$ cat src/tfa_pkg.sv
package tfa_pkg;

   localparam int COORD_W     = 12;
   localparam int DIM_W       = 13;
   localparam int EDGE_W      = 9;
   localparam int REM_W       = EDGE_W - 1;
   localparam int INDEX_W     = 24;
   localparam int PROD_W      = COORD_W + DIM_W;
   localparam int REQ_DATA_W  = 2 * COORD_W;
   localparam int RSP_DATA_W  = INDEX_W;

   localparam int MAX_WIDTH   = 4096;
   localparam int MAX_HEIGHT  = 4096;
   localparam int MAX_TILE    = 256;

   localparam int RESET_WIDTH  = 1920;
   localparam int RESET_HEIGHT = 1080;
   localparam int RESET_EDGE   = 32;

   // Dividend bits brought down per divider stage.
   localparam int DIV_STEPS   = 3;
   localparam int DIV_STAGES  = COORD_W / DIV_STEPS;
   // Divider stages, tile clip stage, multiply stage, sum stage.
   localparam int PIPE_STAGES = DIV_STAGES + 3;

   localparam int CSR_IDX_W   = 2;
   localparam int CSR_DATA_W  = DIM_W;

   typedef enum logic [CSR_IDX_W-1:0] {
      CSR_FRAME_WIDTH  = 2'd0,
      CSR_FRAME_HEIGHT = 2'd1,
      CSR_TILE_EDGE    = 2'd2
   } csr_index_type;

   typedef struct packed {
      logic [REM_W-1:0]   rem;
      logic [COORD_W-1:0] dvd;
      logic [COORD_W-1:0] org;
   } div_lane_type;

   typedef struct packed {
      logic         oor;
      div_lane_type x;
      div_lane_type y;
   } div_item_type;

   typedef struct packed {
      logic               oor;
      logic [COORD_W-1:0] x0;
      logic [COORD_W-1:0] y0;
      logic [REM_W-1:0]   sx;
      logic [REM_W-1:0]   sy;
      logic [EDGE_W-1:0]  tw;
      logic [EDGE_W-1:0]  th;
   } tile_item_type;

   // One restoring step: bring down the next dividend bit and subtract the
   // tile edge when it fits. The remainder always stays below the edge.
   function automatic div_lane_type div_step(div_lane_type lane,
                                             logic [EDGE_W-1:0] edge_len);
      logic [EDGE_W-1:0] trial;
      div_lane_type      nxt;
      nxt   = lane;
      trial = {lane.rem, lane.dvd[COORD_W-1]};
      nxt.dvd = {lane.dvd[COORD_W-2:0], 1'b0};
      if (trial >= edge_len) begin
         trial = trial - edge_len;
      end
      nxt.rem = trial[REM_W-1:0];
      return nxt;
   endfunction

endpackage

$ cat src/tfa_div_stage.sv
module tfa_div_stage
   import tfa_pkg::*;
(
   input  logic              clock,
   input  logic              en,
   input  logic [EDGE_W-1:0] edge_len,
   input  div_item_type      item_i,
   output div_item_type      item_o
);

   div_item_type item_in;
   div_item_type item_ff;

   always_comb begin
      item_in = item_i;
      for (int i = 0; i < DIV_STEPS; i++) begin
         item_in.x = div_step(item_in.x, edge_len);
         item_in.y = div_step(item_in.y, edge_len);
      end
   end

   always_ff @(posedge clock) begin
      if (en) begin
         item_ff <= item_in;
      end
   end

   assign item_o = item_ff;

endmodule

$ cat src/tfa_tile.sv
module tfa_tile
   import tfa_pkg::*;
(
   input  logic              clock,
   input  logic              en,
   input  logic [DIM_W-1:0]  width,
   input  logic [DIM_W-1:0]  height,
   input  logic [EDGE_W-1:0] edge_len,
   input  div_item_type      item_i,
   output tile_item_type     item_o
);

   logic [COORD_W-1:0] x0, y0;
   logic [DIM_W-1:0]   xe, ye, xe_clip, ye_clip, tw_full, th_full;
   tile_item_type      item_in;
   tile_item_type      item_ff;

   always_comb begin
      x0 = item_i.x.org - {{(COORD_W-REM_W){1'b0}}, item_i.x.rem};
      y0 = item_i.y.org - {{(COORD_W-REM_W){1'b0}}, item_i.y.rem};
      xe = {1'b0, x0} + {{(DIM_W-EDGE_W){1'b0}}, edge_len};
      ye = {1'b0, y0} + {{(DIM_W-EDGE_W){1'b0}}, edge_len};
      // Edge tiles are clipped to the frame.
      xe_clip = (xe > width)  ? width  : xe;
      ye_clip = (ye > height) ? height : ye;
      tw_full = xe_clip - {1'b0, x0};
      th_full = ye_clip - {1'b0, y0};

      item_in.oor = item_i.oor;
      item_in.x0  = x0;
      item_in.y0  = y0;
      item_in.sx  = item_i.x.rem;
      item_in.sy  = item_i.y.rem;
      item_in.tw  = tw_full[EDGE_W-1:0];
      item_in.th  = th_full[EDGE_W-1:0];
   end

   always_ff @(posedge clock) begin
      if (en) begin
         item_ff <= item_in;
      end
   end

   assign item_o = item_ff;

endmodule

$ cat src/tfa_mac.sv
module tfa_mac
   import tfa_pkg::*;
(
   input  logic               clock,
   input  logic               en_mul,
   input  logic               en_sum,
   input  logic [DIM_W-1:0]   width,
   input  tile_item_type      item_i,
   output logic [INDEX_W-1:0] linear_index,
   output logic               out_of_range
);

   localparam int XT_W = COORD_W + EDGE_W;
   localparam int ST_W = REM_W + EDGE_W;

   logic [PROD_W-1:0]  yw_in, yw_ff;
   logic [XT_W-1:0]    xt_in, xt_ff;
   logic [ST_W-1:0]    st_in, st_ff;
   logic [REM_W-1:0]   sx_ff;
   logic               oor_mul_ff;
   logic [PROD_W-1:0]  sum;
   logic [INDEX_W-1:0] index_in, index_ff;
   logic               oor_ff;

   always_comb begin
      yw_in = {{DIM_W{1'b0}}, item_i.y0} * {{COORD_W{1'b0}}, width};
      xt_in = {{EDGE_W{1'b0}}, item_i.x0} * {{COORD_W{1'b0}}, item_i.th};
      st_in = {{EDGE_W{1'b0}}, item_i.sy} * {{REM_W{1'b0}}, item_i.tw};
   end

   always_ff @(posedge clock) begin
      if (en_mul) begin
         yw_ff      <= yw_in;
         xt_ff      <= xt_in;
         st_ff      <= st_in;
         sx_ff      <= item_i.sx;
         oor_mul_ff <= item_i.oor;
      end
   end

   always_comb begin
      sum = yw_ff + PROD_W'(xt_ff) + PROD_W'(st_ff) + PROD_W'(sx_ff);
      index_in = oor_mul_ff ? '0 : sum[INDEX_W-1:0];
   end

   always_ff @(posedge clock) begin
      if (en_sum) begin
         index_ff <= index_in;
         oor_ff   <= oor_mul_ff;
      end
   end

   assign linear_index = index_ff;
   assign out_of_range = oor_ff;

endmodule

$ cat src/tiled_framebuffer_address.sv
// Tiled frame buffer address generator. Each request word carries a pixel
// coordinate; the response word gives its offset in a buffer stored tile by
// tile (tiles row by row, pixels row-major inside a tile, right and bottom
// edge tiles clipped and packed), with out_of_range set and a zero offset for
// coordinates outside the frame. One word is taken per cycle unless the
// pipeline is full and the response side holds off. There are seven register
// stages: four stages of a pipelined restoring divider (three dividend bits
// each) split the coordinate by the tile edge, followed by a tile clip stage,
// a multiply stage and a sum stage that is also the output register and holds
// a response word while the response side holds off. The user must write
// frame size and tile edge on the csr port only while no request is in
// flight; the block does not enforce this. Widths and heights above 4096 and
// tile edges whose low nine bits exceed 256 saturate; a zero edge acts as one.
module tiled_framebuffer_address
   import tfa_pkg::*;
(
   input  logic                  clock,
   input  logic                  reset,
   // pos_x [11:0], pos_y [23:12]
   input  logic                  req_tvalid,
   output logic                  req_tready,
   input  logic [REQ_DATA_W-1:0] req_tdata,
   // linear_index [23:0]
   output logic                  rsp_tvalid,
   input  logic                  rsp_tready,
   output logic [RSP_DATA_W-1:0] rsp_tdata,
   // out_of_range [0]
   output logic                  rsp_tuser,
   input  logic                  csr_valid,
   output logic                  csr_ready,
   input  logic [CSR_IDX_W-1:0]  csr_index,
   input  logic [CSR_DATA_W-1:0] csr_data
);

   logic [DIM_W-1:0]       frame_width_ff, frame_height_ff;
   logic [EDGE_W-1:0]      tile_edge_ff;
   logic [DIM_W-1:0]       width_eff, height_eff;
   logic [EDGE_W-1:0]      edge_eff;
   logic [PIPE_STAGES-1:0] valid_ff, valid_in, stage_rdy;
   logic [COORD_W-1:0]     pos_x, pos_y;
   div_item_type           in_item;
   div_item_type           div_in  [DIV_STAGES];
   div_item_type           div_out [DIV_STAGES];
   tile_item_type          tile_item;
   logic [INDEX_W-1:0]     linear_index;
   logic                   out_of_range;

   // Configuration registers.
   assign csr_ready = 1'b1;

   always_ff @(posedge clock) begin
      if (reset) begin
         frame_width_ff  <= DIM_W'(RESET_WIDTH);
         frame_height_ff <= DIM_W'(RESET_HEIGHT);
         tile_edge_ff    <= EDGE_W'(RESET_EDGE);
      end else if (csr_valid) begin
         unique case (csr_index)
            CSR_FRAME_WIDTH:  frame_width_ff  <= csr_data;
            CSR_FRAME_HEIGHT: frame_height_ff <= csr_data;
            CSR_TILE_EDGE:    tile_edge_ff    <= csr_data[EDGE_W-1:0];
            default:          ;
         endcase
      end
   end

   always_comb begin
      width_eff  = (frame_width_ff > DIM_W'(MAX_WIDTH)) ?
                   DIM_W'(MAX_WIDTH) : frame_width_ff;
      height_eff = (frame_height_ff > DIM_W'(MAX_HEIGHT)) ?
                   DIM_W'(MAX_HEIGHT) : frame_height_ff;
      priority if (tile_edge_ff == '0) begin
         edge_eff = EDGE_W'(1);
      end else if (tile_edge_ff > EDGE_W'(MAX_TILE)) begin
         edge_eff = EDGE_W'(MAX_TILE);
      end else begin
         edge_eff = tile_edge_ff;
      end
   end

   // Pipeline flow control: a stage takes a new word when it is empty or
   // when the stage after it moves on.
   always_comb begin
      stage_rdy[PIPE_STAGES-1] = !valid_ff[PIPE_STAGES-1] || rsp_tready;
      for (int i = PIPE_STAGES - 2; i >= 0; i--) begin
         stage_rdy[i] = !valid_ff[i] || stage_rdy[i+1];
      end
      valid_in[0] = stage_rdy[0] ? req_tvalid : valid_ff[0];
      for (int i = 1; i < PIPE_STAGES; i++) begin
         valid_in[i] = stage_rdy[i] ? valid_ff[i-1] : valid_ff[i];
      end
   end

   always_ff @(posedge clock) begin
      if (reset) begin
         valid_ff <= '0;
      end else begin
         valid_ff <= valid_in;
      end
   end

   assign req_tready = stage_rdy[0];
   assign rsp_tvalid = valid_ff[PIPE_STAGES-1];
   assign rsp_tdata  = linear_index;
   assign rsp_tuser  = out_of_range;

   // Range check happens on entry; the flag rides with the word.
   always_comb begin
      pos_x = req_tdata[COORD_W-1:0];
      pos_y = req_tdata[2*COORD_W-1:COORD_W];
      in_item.oor   = ({1'b0, pos_x} >= width_eff) || ({1'b0, pos_y} >= height_eff);
      in_item.x.rem = '0;
      in_item.x.dvd = pos_x;
      in_item.x.org = pos_x;
      in_item.y.rem = '0;
      in_item.y.dvd = pos_y;
      in_item.y.org = pos_y;
   end

   for (genvar k = 0; k < DIV_STAGES; k++) begin : g_div
      if (k == 0) begin : g_first
         assign div_in[k] = in_item;
      end else begin : g_next
         assign div_in[k] = div_out[k-1];
      end
      tfa_div_stage u_div_stage (
         .clock    (clock),
         .en       (stage_rdy[k]),
         .edge_len (edge_eff),
         .item_i   (div_in[k]),
         .item_o   (div_out[k])
      );
   end

   tfa_tile u_tile (
      .clock    (clock),
      .en       (stage_rdy[DIV_STAGES]),
      .width    (width_eff),
      .height   (height_eff),
      .edge_len (edge_eff),
      .item_i   (div_out[DIV_STAGES-1]),
      .item_o   (tile_item)
   );

   tfa_mac u_mac (
      .clock        (clock),
      .en_mul       (stage_rdy[DIV_STAGES+1]),
      .en_sum       (stage_rdy[DIV_STAGES+2]),
      .width        (width_eff),
      .item_i       (tile_item),
      .linear_index (linear_index),
      .out_of_range (out_of_range)
   );

endmodule

$ cat config.mk
export PLATFORM = sky130hd
export DESIGN_NAME = tiled_framebuffer_address
export DESIGN_NICKNAME = d
export VERILOG_FILES = /design/src/tfa_pkg.sv /design/src/tfa_div_stage.sv /design/src/tfa_tile.sv /design/src/tfa_mac.sv /design/src/tiled_framebuffer_address.sv
export SDC_FILE = /design/constraint.sdc
export NUM_CORES = 2
export LEC_CHECK = 0
export ABC_CLOCK_PERIOD_IN_PS = 7800
export BUFFER_PORTS_ARGS = -buffer_cell sky130_fd_sc_hd__buf_2
export CORE_ASPECT_RATIO = 0.6
export CORE_MARGIN = 10
export CORE_UTILIZATION = 37
export CTS_CLUSTER_DIAMETER = 100
export DETAILED_ROUTE_END_ITERATION = 7
export PLACE_DENSITY_LB_ADDON = 0.15
export SLEW_MARGIN = 5
export SYNTH_ARGS = -nofsm -noshare
export SYNTH_HDL_FRONTEND = slang
export SYNTH_SLANG_ARGS = --single-unit
$ cat constraint.sdc
create_clock -name clock -period 7.8 [get_ports clock]
set_input_delay 1.56 -clock clock [delete_from_list [all_inputs] [get_ports clock]]
set_output_delay 1.56 -clock clock [all_outputs]
set_load 0.005 [all_outputs]
==> flow_metrics.py <==
metrics = {
    "floorplanning": {
        "die-area_um2": 113600,
        "start_util_pct": 37.50,
        "floorplan.core_area_um2": 98770,
        "io-pin-count": 72,
        "die_w_um": 428.4,
        "std_cell_rows": 89,
        "die_h_um": 265.1,
    },
    "yosys": {
        "synthTopCellsByCount": "481 x ha_1, 430 x inv_1, 385 x nand2_1",
        "synth_top_flop_cell": "edfxtp_1",
        "postSynthAreaPerCell_um2": 9.942,
        "synth_sequential_area_ratio_pct": 28.14,
        "postSynth.asyncResetShare_pct": 0,
        "post_synthesis_sequential_element_count": 361,
        "yosys.area.top_type": "edfxtp_1",
        "number_of_enable_flip_flop_cells_after_synthesis": 319,
        "synthMostInstantiatedCell": "ha_1",
        "synth_cell_types": 90,
        "syn_area_um2": 37040,
        "postSynthNetCount": 4525,
        "synth_cells": 3725,
        "synth_warnings": 0,
        "synth_top_area_share_pct": 25.86,
        "top_cells_by_area_in_the_synthesized_netlist": "edfxtp_1 26%, ha_1 16%, fa_1 15%",
    },
    "flow_run": {
        "cap_violations": 0,
    },
    "final_layout": {
        "drive_gt1_share_pct": 9.657,
        "area_delta_synth_final_pct": 9.801,
        "layout.nets": 4619,
        "area_taken_by_multi_input_logic_gates_um2": 24770,
        "number_of_antenna_diodes": 0,
        "register_area_um2": 10420,
        "layoutNonFillerInstCount": 5171,
        "n_fill_cell": 9641,
    },
    "setup_path": {
        "worstRegToRegCells": 26,
        "timing.critical_path.slowest_cell_delay_ns": 0.54,
        "cp.buffers_inverters": 2,
        "critical_path.startpoint_type": "flip-flop",
        "worst-endpoint-required_ns": 8.13,
        "worst-setup-path-type": "reg2reg",
        "cpLargestDelayFamily": "compound AO/OA/AOI/OAI gates",
        "critical_path_peak_fanout": 22,
        "timing.critical_path.arrival_ns": 7.73,
        "cpMaxStageDelayCell": "or4_1",
        "endpoint_kind": "flip-flop",
        "cell_depth_of_the_worst_setup_path": 26,
    },
    "clock_network": {
        "cts.reportedPaths.clkPinSlew_ns": 0.07,
        "worst_skew_pair.late_latency_ns": 0.59,
        "clock-root-buffer": "clkbuf_16",
        "clock_path_buffers": 3,
        "tritoncts_clock_tree": "built",
        "cts.htree.levels": 2,
        "cts_made_buffers": 43,
        "clkSinkCount": 361,
    },
    "global_route": {
        "antenna_found_initial": 0,
        "maximum_number_of_pins_on_one_net_before_global_route_repair": 72,
        "globalRouteOverflowTotal": 0,
        "globalRouteTotalUtil_pct": 17.51,
        "grt_pass1_vias": 26190,
        "grt_first_pass_wirelength_um": 158200,
    },
    "routing": {
        "drc": 0,
        "wire_per_inst_um": 19.44,
        "detail_route.iter0.violations": 1986,
        "antenna_left": 0,
        "wirelength_um": 100500,
        "vias_per_cell": 5.189,
        "vias": 26830,
        "drt_first_pass_iters": 5,
    },
    "run_status": {
        "status": "finished clean",
    },
    "sta": {
        "finalSetupViolations": 0,
        "timing_max_transition_violations_final": 0,
        "min_period_over_period_pct": 94.87,
        "clock.fmax_mhz": 135.1,
        "timing.slew.headroom_pct": 18.07,
        "tightest_slew_ns": 1.226,
        "period_needed_ns": 7.399,
        "clock_skew_ns": 0.03238,
        "count_of_endpoints_failing_hold_in_the_final_timing_report": 0,
    },
    "hold_path": {
        "count_of_cells_along_the_worst_hold_path": 0,
        "hold_path_class": "reg2reg",
    },
    "placement": {
        "number_of_port_buffers": 70,
        "gp_congestion": 0.8781,
        "dpl.hpwl_um": 79640,
        "placed_cells": 5087,
    },
}
worst paths after layout:
| kind | startpoint | to | slack, ns |
|---|---|---|---|
| hold / removal | g_div[1].u_div_stage.item_o[38] | g_div[2].u_div_stage.item_o[38] | 0.41 |
| setup / recovery | tile_edge_ff[2] | g_div[1].u_div_stage.item_o[61] | 0.40 |
| hold reg to reg | g_div[1].u_div_stage.item_o[38] | g_div[2].u_div_stage.item_o[38] | 0.41 |
| setup reg to reg | tile_edge_ff[2] | g_div[1].u_div_stage.item_o[61] | 0.40 |
placed cells by master, fill, tap and decap left out, drive strengths merged, types with 31 or more instances in the layout:
cell type / instances
a21o: 50
a21oi: 231
and2: 142
buf: 125
clkbuf: 53
dfxtp: 42
edfxtp: 319
fa: 275
ha: 481
inv: 435
mux2: 122
mux2i: 46
nand2: 385
nand2b: 31
nand3: 33
nand4: 40
nor2: 185
nor2b: 85
nor3: 49
o21a: 75
o21ai: 141
xnor2: 135
xor2: 70
state kept, by name (all words and copies together) (netlist names):
register	cells
u_mac.yw_ff	24
u_mac.linear_index	24
u_mac.st_ff	17
frame_width_ff	13
u_mac.sx_ff	8
u_tile.item_o	59
g_div.u_div_stage.item_o	164
u_mac.out_of_range	1
valid_ff	7
u_mac.oor_mul_ff	1
tile_edge_ff	9
frame_height_ff	13
u_mac.xt_ff	21
logic make-up (layout without fill, tap and decap cells):
group,count (synthesis),after routing,share of synthesized area [%]
fa+ha+maj,756,756,31.11
flops,361,361,28.14
simple gates,1031,1031,13.50
mux,168,168,5.017
xor+xnor,205,205,4.848
other cells,1,1,0.01013
buf+inv,507,634,5.182
compound gates,696,696,12.19
routing by layer:
metal,wire [um],up-vias,track usage [%]
met3,6514,88,3.679
met2,36650,579,22.96
met5,0,-,0
met1,56070,13010,28.77
li1,-,13150,-
met4,1297,0,2.746
repair_timing:
item,4_1_cts,5_1_grt
hold buffers,0,0
endpoints found under the setup margin,0,39
setup buffers,0,6
resized for setup,0,10
cell type report:
| cell class | instances | share of cell area [%] |
|---|---|---|
| flip-flops and latches | 361 | 25.62 |
| multi-input cells | 2857 | 60.92 |
| inverters | 431 | 3.978 |
| repair buffers | 125 | 2.000 |
| well taps | 1319 | 4.058 |
| clock buffers | 53 | 2.892 |
| clock inverters | 25 | 0.5261 |
per-stage QoR:
step / utilization [%] / TNS, ns / instance area, um^2 / setup slack (ns) / hold WS [ns]
6_report: 41.17 / 0 / 40670 / 0.4005 / 0.4116
4_1_cts: 41.08 / 0 / 40580 / 0.2255 / 0.4135
5_1_grt: 41.17 / -0.03704 / 40670 / -0.01241 / 0.4188
2_1_floorplan: - / 0 / 37040 / 0.4380 / 0.4003
3_5_place_dp: 39.68 / 0 / 39190 / 0.2937 / 0.4045
3_3_place_gp: 39.68 / 0 / 39190 / 0.3451 / 0.4010
Power is left out: the tool's default activity adds up to more than one toggle a clock period on the data nets, which glitch-free logic cannot reach.
